$ cat src/rtl/core/cbm_pkg.sv
// Package for the cartridge bank mapper core: command codes, mirroring modes,
// configuration register indexes and CPU address decode constants.
// No dependencies.
package cbm_pkg;

  // Access commands carried by each input transaction
  typedef enum logic [2:0] {
    CMD_REG_WRITE   = 3'd0,
    CMD_PRG_LOOKUP  = 3'd1,
    CMD_CHR_LOOKUP  = 3'd2,
    CMD_NT_LOOKUP   = 3'd3,
    CMD_LATCH_WRITE = 3'd4,
    CMD_LATCH_READ  = 3'd5
  } cmd_t;

  // Nametable mirroring modes (single-screen modes only on the variant board)
  typedef enum logic [1:0] {
    MIR_VERTICAL    = 2'd0,
    MIR_HORIZONTAL  = 2'd1,
    MIR_SINGLE_LOW  = 2'd2,
    MIR_SINGLE_HIGH = 2'd3
  } mirror_t;

  // Select index codes in the 0x9000 register window
  localparam logic [1:0] SEL_SWAP = 2'd2;

  // Configuration register indexes
  localparam int unsigned CFG_IDX_W = 2;
  localparam logic [CFG_IDX_W-1:0] CFG_VARIANT = 2'd0;
  localparam logic [CFG_IDX_W-1:0] CFG_SEL0    = 2'd1;
  localparam logic [CFG_IDX_W-1:0] CFG_SEL1    = 2'd2;

  // CPU write decode: top address nibble and the CHR register window
  localparam logic [3:0]  TOP_PRG0      = 4'h8;
  localparam logic [3:0]  TOP_MIRROR    = 4'h9;
  localparam logic [3:0]  TOP_PRG1      = 4'hA;
  localparam logic [15:0] CHR_WIN_BASE  = 16'hB000;
  localparam logic [15:0] CHR_WIN_LAST  = 16'hEFFF;
  localparam logic [7:0]  DATA_NO_MIRROR = 8'hFF;

  // Result field widths
  localparam int unsigned BANK_W   = 9;
  localparam int unsigned OFFSET_W = 13;
  localparam int unsigned CHR_FULL_W = 12;

endpackage

$ cat src/rtl/core/cartridge_bank_mapper_core.sv
// Cartridge bank mapper core: register decode, PRG/CHR/nametable translation
// and serial latch. Depends on cbm_pkg.
//
// One access per transaction, one transaction per clock sustained while
// out_stall is low. Each access is captured in an input register, translated by
// a single level of decode and bank selection, and written to the result
// register. Register and latch writes take effect as the access leaves the
// input register, in order with the lookups around them. The input register
// also absorbs one access while a result is held by out_stall, so the input side
// keeps moving until both registers are full. Configuration writes (cfg_index 0:
// variant flag, 1 and 2: CPU address bits used as register selects) are always
// accepted; the user must keep them to idle periods (the block does not check).
module cartridge_bank_mapper_core #(
  parameter int PRG_BANK_BITS = 5,
  parameter int CHR_BANK_BITS = 9
) (
  input  logic                              clk,
  input  logic                              rst_n,
  // Input channel
  input  logic                              in_valid,
  output logic                              in_stall,
  input  logic [2:0]                        in_cmd,
  input  logic [15:0]                       in_address,
  input  logic [7:0]                        in_data,
  // Result channel
  output logic                              out_valid,
  input  logic                              out_stall,
  output logic [cbm_pkg::BANK_W-1:0]        out_bank,
  output logic [cbm_pkg::OFFSET_W-1:0]      out_offset,
  output logic [7:0]                        out_read_data,
  // Configuration write channel
  input  logic                              cfg_valid,
  output logic                              cfg_ready,
  input  logic [cbm_pkg::CFG_IDX_W-1:0]     cfg_index,
  input  logic [2:0]                        cfg_data
);

  // PRG registers hold 5 data bits; fewer are kept when the bank field is narrower
  localparam int PRG_REG_W = (PRG_BANK_BITS < 5) ? PRG_BANK_BITS : 5;
  localparam logic [cbm_pkg::BANK_W-1:0] PRG_LAST =
    cbm_pkg::BANK_W'((1 << PRG_BANK_BITS) - 1);
  localparam logic [cbm_pkg::BANK_W-1:0] PRG_PENULT =
    PRG_LAST & ~cbm_pkg::BANK_W'(1);

  // Configuration registers
  logic       variant_r;
  logic [2:0] sel0_r;
  logic [2:0] sel1_r;

  // Mapper state
  logic [PRG_REG_W-1:0]     prg_r [2];
  logic [CHR_BANK_BITS-1:0] chr_r [8];
  logic                     swap_r;
  logic [1:0]               mirror_r;
  logic                     latch_r;

  // Input register
  logic               s1_valid_r;
  cbm_pkg::cmd_t      s1_cmd_r;
  logic [15:0]        s1_addr_r;
  logic [7:0]         s1_data_r;

  // Result register
  logic                         out_valid_r;
  logic [cbm_pkg::BANK_W-1:0]   out_bank_r;
  logic [cbm_pkg::OFFSET_W-1:0] out_offset_r;
  logic [7:0]                   out_rdata_r;

  // Handshake
  logic s1_adv;
  logic s1_fire;

  assign s1_adv    = !out_valid_r || !out_stall;
  assign s1_fire   = s1_valid_r && s1_adv;
  assign in_stall  = s1_valid_r && !s1_adv;
  assign cfg_ready = 1'b1;

  assign out_valid     = out_valid_r;
  assign out_bank      = out_bank_r;
  assign out_offset    = out_offset_r;
  assign out_read_data = out_rdata_r;

  // Configuration write
  always_ff @(posedge clk) begin
    if (!rst_n) begin
      variant_r <= 1'b0;
      sel0_r    <= 3'd0;
      sel1_r    <= 3'd1;
    end else if (cfg_valid && cfg_ready) begin
      case (cfg_index)
        cbm_pkg::CFG_VARIANT: variant_r <= cfg_data[0];
        cbm_pkg::CFG_SEL0:    sel0_r    <= cfg_data;
        cbm_pkg::CFG_SEL1:    sel1_r    <= cfg_data;
        default: ;
      endcase
    end
  end

  // Input register
  always_ff @(posedge clk) begin
    if (!rst_n) begin
      s1_valid_r <= 1'b0;
    end else if (!in_stall) begin
      s1_valid_r <= in_valid;
    end
  end

  always_ff @(posedge clk) begin
    if (in_valid && !in_stall) begin
      s1_cmd_r  <= cbm_pkg::cmd_t'(in_cmd);
      s1_addr_r <= in_address;
      s1_data_r <= in_data;
    end
  end

  // Register write decode
  logic [3:0]  top;
  logic [7:0]  sel_byte;
  logic        s0;
  logic        s1;
  logic [1:0]  mir_sel;
  logic [15:0] chr_rel;
  logic [2:0]  chr_wr_idx;
  logic [cbm_pkg::CHR_FULL_W-1:0] chr_old;
  logic [cbm_pkg::CHR_FULL_W-1:0] chr_new;
  logic        reg_wr;
  logic        prg_we;
  logic        mir_we;
  logic        swap_we;
  logic        chr_we;

  always_comb begin
    top        = s1_addr_r[15:12];
    sel_byte   = s1_addr_r[7:0];
    s0         = sel_byte[sel0_r];
    s1         = sel_byte[sel1_r];
    mir_sel    = {s1, s0} & {2{variant_r}};
    chr_rel    = s1_addr_r - cbm_pkg::CHR_WIN_BASE;
    chr_wr_idx = {chr_rel[13:12], s1};
    chr_old    = cbm_pkg::CHR_FULL_W'(chr_r[chr_wr_idx]);
    if (s0) begin
      chr_new = {s1_data_r, chr_old[3:0]};
    end else begin
      chr_new = {chr_old[11:4], s1_data_r[3:0]};
    end
    reg_wr  = s1_fire && (s1_cmd_r == cbm_pkg::CMD_REG_WRITE);
    prg_we  = reg_wr && (top inside {cbm_pkg::TOP_PRG0, cbm_pkg::TOP_PRG1});
    mir_we  = reg_wr && (top == cbm_pkg::TOP_MIRROR) && !mir_sel[1]
              && (s1_data_r != cbm_pkg::DATA_NO_MIRROR);
    swap_we = reg_wr && (top == cbm_pkg::TOP_MIRROR) && (mir_sel == cbm_pkg::SEL_SWAP);
    chr_we  = reg_wr
              && (s1_addr_r inside {[cbm_pkg::CHR_WIN_BASE:cbm_pkg::CHR_WIN_LAST]});
  end

  // Mapper state update
  always_ff @(posedge clk) begin
    if (!rst_n) begin
      prg_r[0] <= PRG_REG_W'(0);
      prg_r[1] <= PRG_REG_W'(1);
      for (int i = 0; i < 8; i++) begin
        chr_r[i] <= CHR_BANK_BITS'(i);
      end
      swap_r   <= 1'b0;
      mirror_r <= 2'd0;
      latch_r  <= 1'b0;
    end else begin
      if (prg_we) begin
        prg_r[s1_addr_r[13]] <= PRG_REG_W'(s1_data_r[4:0]);
      end
      if (mir_we) begin
        mirror_r <= s1_data_r[1:0];
      end
      if (swap_we) begin
        swap_r <= s1_data_r[1];
      end
      if (chr_we) begin
        chr_r[chr_wr_idx] <= CHR_BANK_BITS'(chr_new);
      end
      if (s1_fire && (s1_cmd_r == cbm_pkg::CMD_LATCH_WRITE)) begin
        latch_r <= s1_data_r[0];
      end
    end
  end

  // Lookup translation
  logic [cbm_pkg::BANK_W-1:0]     bank_nxt;
  logic [cbm_pkg::OFFSET_W-1:0]   offset_nxt;
  logic [7:0]                     rdata_nxt;
  logic [cbm_pkg::CHR_FULL_W-1:0] chr_rd;
  cbm_pkg::mirror_t               nt_mode;

  always_comb begin
    bank_nxt   = '0;
    offset_nxt = '0;
    rdata_nxt  = '0;
    chr_rd     = cbm_pkg::CHR_FULL_W'(chr_r[s1_addr_r[12:10]]);
    nt_mode    = cbm_pkg::mirror_t'(mirror_r & {variant_r, 1'b1});
    case (s1_cmd_r)
      cbm_pkg::CMD_PRG_LOOKUP: begin
        case (s1_addr_r[14:13])
          2'd0:    bank_nxt = swap_r ? PRG_PENULT : cbm_pkg::BANK_W'(prg_r[0]);
          2'd1:    bank_nxt = cbm_pkg::BANK_W'(prg_r[1]);
          2'd2:    bank_nxt = swap_r ? cbm_pkg::BANK_W'(prg_r[0]) : PRG_PENULT;
          default: bank_nxt = PRG_LAST;
        endcase
        offset_nxt = s1_addr_r[12:0];
      end
      cbm_pkg::CMD_CHR_LOOKUP: begin
        bank_nxt   = chr_rd[cbm_pkg::BANK_W-1:0];
        offset_nxt = cbm_pkg::OFFSET_W'(s1_addr_r[9:0]);
      end
      cbm_pkg::CMD_NT_LOOKUP: begin
        case (nt_mode)
          cbm_pkg::MIR_VERTICAL:   bank_nxt = cbm_pkg::BANK_W'(s1_addr_r[10]);
          cbm_pkg::MIR_HORIZONTAL: bank_nxt = cbm_pkg::BANK_W'(s1_addr_r[11]);
          cbm_pkg::MIR_SINGLE_LOW: bank_nxt = '0;
          default:                 bank_nxt = cbm_pkg::BANK_W'(1);
        endcase
        offset_nxt = cbm_pkg::OFFSET_W'(s1_addr_r[9:0]);
      end
      cbm_pkg::CMD_LATCH_READ: begin
        rdata_nxt = {s1_data_r[7:1], latch_r};
      end
      default: ;
    endcase
  end

  // Result register
  always_ff @(posedge clk) begin
    if (!rst_n) begin
      out_valid_r <= 1'b0;
    end else if (s1_adv) begin
      out_valid_r <= s1_valid_r;
    end
  end

  always_ff @(posedge clk) begin
    if (s1_fire) begin
      out_bank_r   <= bank_nxt;
      out_offset_r <= offset_nxt;
      out_rdata_r  <= rdata_nxt;
    end
  end

  // Checks
  a_stall_needs_item: assert property (@(posedge clk) disable iff (!rst_n)
    in_stall |-> (s1_valid_r && out_valid_r))
    else $error("input stalled without a held transaction");

  a_fire_gives_result: assert property (@(posedge clk) disable iff (!rst_n)
    s1_fire |=> out_valid_r)
    else $error("transaction left input register without a result");

  a_latch_write: assert property (@(posedge clk) disable iff (!rst_n)
    (s1_fire && (s1_cmd_r == cbm_pkg::CMD_LATCH_WRITE)) |=> (latch_r == $past(s1_data_r[0])))
    else $error("latch write lost");

  a_swap_needs_variant: assert property (@(posedge clk) disable iff (!rst_n)
    (reg_wr && !variant_r) |=> $stable(swap_r))
    else $error("swap mode written on the two-select board");

endmodule
$ cat config.mk
export PLATFORM = sky130hd
export DESIGN_NAME = cartridge_bank_mapper_core
export DESIGN_NICKNAME = d
export VERILOG_FILES = /design/src/rtl/core/cbm_pkg.sv /design/src/rtl/core/cartridge_bank_mapper_core.sv
export SDC_FILE = /design/constraint.sdc
export NUM_CORES = 1
export LEC_CHECK = 0
export BUFFER_PORTS_ARGS = -buffer_cell sky130_fd_sc_hd__buf_2
export CORE_UTILIZATION = 45
export CTS_BUF_LIST = sky130_fd_sc_hd__clkbuf_16
export CTS_CLUSTER_SIZE = 25
export DETAILED_ROUTE_END_ITERATION = 6
export SLEW_MARGIN = 40
export SYNTH_ARGS = -nofsm -noshare
export SYNTH_HDL_FRONTEND = slang
export SYNTH_SLANG_ARGS = --single-unit
$ cat constraint.sdc
create_clock -name clk -period 3.7 [get_ports clk]
set_input_delay 0.185 -clock clk [delete_from_list [all_inputs] [get_ports clk]]
set_output_delay 0.185 -clock clk [all_outputs]
set_load 0.02 [all_outputs]
==> results.toml <==
[worst_setup_path]
crit_path_end_kind = "flop"
crit_chain = "nor3b_1 > nand4_1 > nor3_1 > nand2b_1"
path_class = "reg -> reg"
cp_max_fo = 11
crit_required_ns = 3.81
critPathTopFamily = "simple AND/OR/NAND/NOR gates"
cpPeakStageDelay_ns = 0.55
start_kind = "flop"
r2r-start = "s1_addr_r[13]"
crit_arrival_ns = 2.69
cp_slowest_cell = "edfxtp_1"
crit_path_start = "s1_addr_r[13]"
crit_buf_inv = 0

[finish]
regArea_um2 = 4494
final_cell_mix = "edfxtp_1, buf_2, and2_1"
area_growth_pct = 20.62
fillers = 1211
multiInputGateArea_um2 = 2077
final_common_cell = "edfxtp_1"
nets = 585
drive_above_1_share_pct = 23.89
n_antenna_cell = 0

[worst_hold_path]
hold_class = "in -> reg"
worstHoldStart = "cfg_data[0]"

[grt]
grt_pass1_wl_um = 22400
grt_usage_pct = 20.48
grt_max_degree = 29
grt_pass1_vias = 4081
grt.overflow.total = 0
antenna_found_initial = 0

[power]
leakagePower_nw = 2.918
power.switching_mw = 0.8883
comb_power_share_pct = 7.4
ir_worst_vdd_mv = 0.3124
p_seq_share_pct = 50.2
p_sw_share_pct = 21.98
clock_power_share_pct = 42.3
power_density_nw_per_um2 = 499.8
p_int_mw = 3.154

[synthesis]
syn_area_um2 = 6704
synth_fp_nets = 493
synthAdderAreaFrac_pct = 0
synth-compound-area-share_pct = 2.146
synth_xor_area_share_pct = 0.1306
synth_top_family_by_area = "simple AND/OR/NAND/NOR gates"
postSynthAreaPerCell_um2 = 14.70
synth_ff_type = "edfxtp_1"
synth_seq_area_share_pct = 67.04
syn-instance-count = 456
synth_edf_count = 139
synthMuxAreaShare_pct = 11.22
ys_warn_count = 0
synth-simple-area-share_pct = 17.26
async_reset_ff_share_pct = 0
synth_cell_types = 40
ys_seq_elements = 155

[drt]
drtIter0Drc = 316
drtPass1Iterations = 4
post_drt_wl_per_cell_um = 19.29
via_per_inst = 5.432
drc = 0
drt_wl_total_um = 14370
via_count = 4047
postRouteAntennaNets = 0

[cts]
clockRootBuffer = "clkbuf_16"
post_cts_buffers = 0
h-tree-depth = 4
cts_tree = "yes"
hold_buffers = 28
cts_resized = 0
clkTransAtPathRegs_ns = 0.06
clkSinkCount = 155
cts_buffer_depth = 2
cts_buffers = 17
clock_latency_ns = 0.42

[place]
port_buffers = 68
routabilityCongestion = 0.7523
pre_cts_slack_ns = 1.145
dp_hpwl_um = 9636

[timing]
slew_headroom_pct = 46.24
finalSetupViolations = 0
final-hold-violation-count = 0
rsz0062_at_grt = "false"
finClkSkew_ns = 0.007793
fin_crit_sh_pct = 69.77
fin_crit_ns = 2.582
fmax_mhz = 387.4
report.final.slew_viol_count = 0
fin_setup_tns_ns = 0
tightest_slew_ns = 0.8063
setup_ws_ns = 1.118

[floorplan]
start_util_pct = 46.13
die_w_um = 124.1
row_count = 44
dieHeight_um = 124.1
die-area_um2 = 15390
fp.coreArea_um2 = 14530
io_pins = 70

[run]
drv_cap = 0

[outcome]
outcome = "finished, final reports clean"
## metrics by stage
step                      util, %  std cells  total power [mW]  hold slack [ns]  instance area [µm²]
final                       55.64        745             4.042          0.02926                 8087
after global routing        55.64        745             4.171          0.03407                 8087
after CTS                   55.56        744             4.069          0.01351                 8075
after detailed placement    49.60        684             2.347           0.3631                 7209
after global placement      49.60        684             2.342           0.3622                 7209
after floorplan                 -        456             2.235           0.2839                 6704
## cell usage after synthesis (all sizes together), types with 2 or more instances
| cell type | number | share of area (%) |
|---|---|---|
| a21oi | 3 | 0.22 |
| and2 | 60 | 5.6 |
| nand2b | 26 | 2.4 |
| nor2b | 10 | 0.93 |
| and3 | 2 | 0.19 |
| clkbuf | 21 | 1.2 |
| o32ai | 4 | 0.52 |
| nand3 | 2 | 0.15 |
| inv | 2 | 0.11 |
| buf | 10 | 0.75 |
| nand3b | 3 | 0.34 |
| a211oi | 2 | 0.22 |
| mux2i | 20 | 3.0 |
| dfxtp | 16 | 4.8 |
| edfxtp | 139 | 62 |
| nand2 | 15 | 0.84 |
| or2 | 2 | 0.19 |
| nand4 | 7 | 0.65 |
| nor4 | 28 | 2.6 |
| o21ai | 2 | 0.15 |
| and3b | 4 | 0.52 |
| nor3 | 18 | 1.3 |
| o22ai | 4 | 0.37 |
| nor2 | 14 | 0.78 |
| mux4 | 22 | 7.4 |
| mux2 | 5 | 0.84 |
| clkinv | 2 | 0.11 |
| nor3b | 3 | 0.34 |
## flip-flops by register name (all words and copies together), names as in the netlist, 2 cells and up, named ones only
register,count
mirror_r,2
s1_data_r,8
chr_r,72
out_offset,13
s1_cmd_r,3
out_read_data,8
s1_addr_r,16
out_bank,9
prg_r,10
sel0_r,3
sel1_r,3
## final timing paths
| check | end | slack [ns] | cells after the start |
|---|---|---|---|
| setup reg to reg | chr_r[2][6] | 1.12 | 4 |
| hold reg to reg | mirror_r[1] | 0.46 | 2 |
| setup / recovery | chr_r[2][6] | 1.12 | 4 |
| hold / removal | sel1_r[0] | 0.03 | 3 |
## metal layers
layer | routed length [µm] | GRT usage, % | part of all wire [%] | vias to the layer above
li1 | - | - | - | 1918
met1 | 6049 | 26.63 | 42 | 2005
met2 | 7481 | 34.08 | 52 | 113
met3 | 689 | 3.892 | 4.8 | 11
met4 | 151 | 7.589 | 1.1 | 0
met5 | 0 | 0 | 0 | -
## area by class of cell
type / count / area share, %
tap: 184 / 2.847
clock inverter: 15 / 1.981
clock buffer: 17 / 5.261
timing repair buffer: 104 / 8.464
sequential: 155 / 55.58
multi-input combinational: 266 / 25.68
inverter: 4 / 0.1857
## power by group through the flow
stage	combinational [mW]	clock [mW]	sequential, mW
2_1_floorplan	0.182	0	2.05
3_3_place_gp	0.274	0	2.07
3_5_place_dp	0.276	0	2.07
4_1_cts	0.300	1.74	2.03
5_1_grt	0.328	1.80	2.04
6_report	0.301	1.71	2.03
## worst min-delay path, stage by stage
cell and delay [ns]:
buf_2 0.11, mux2i_1 0.06, nand2_1 0.05
## cells by family (layout without fill, tap and decap cells)
family | Yosys count | in the layout
xor gates and xnor gates | 1 | 1
muxes | 47 | 47
DFF | 155 | 155
other | 1 | 1
and+or+nand+nor | 197 | 197
AOI/OAI and AO/OA | 20 | 20
buffers and inverters | 35 | 140
Note: power is estimated with default switching activity, not from simulation.
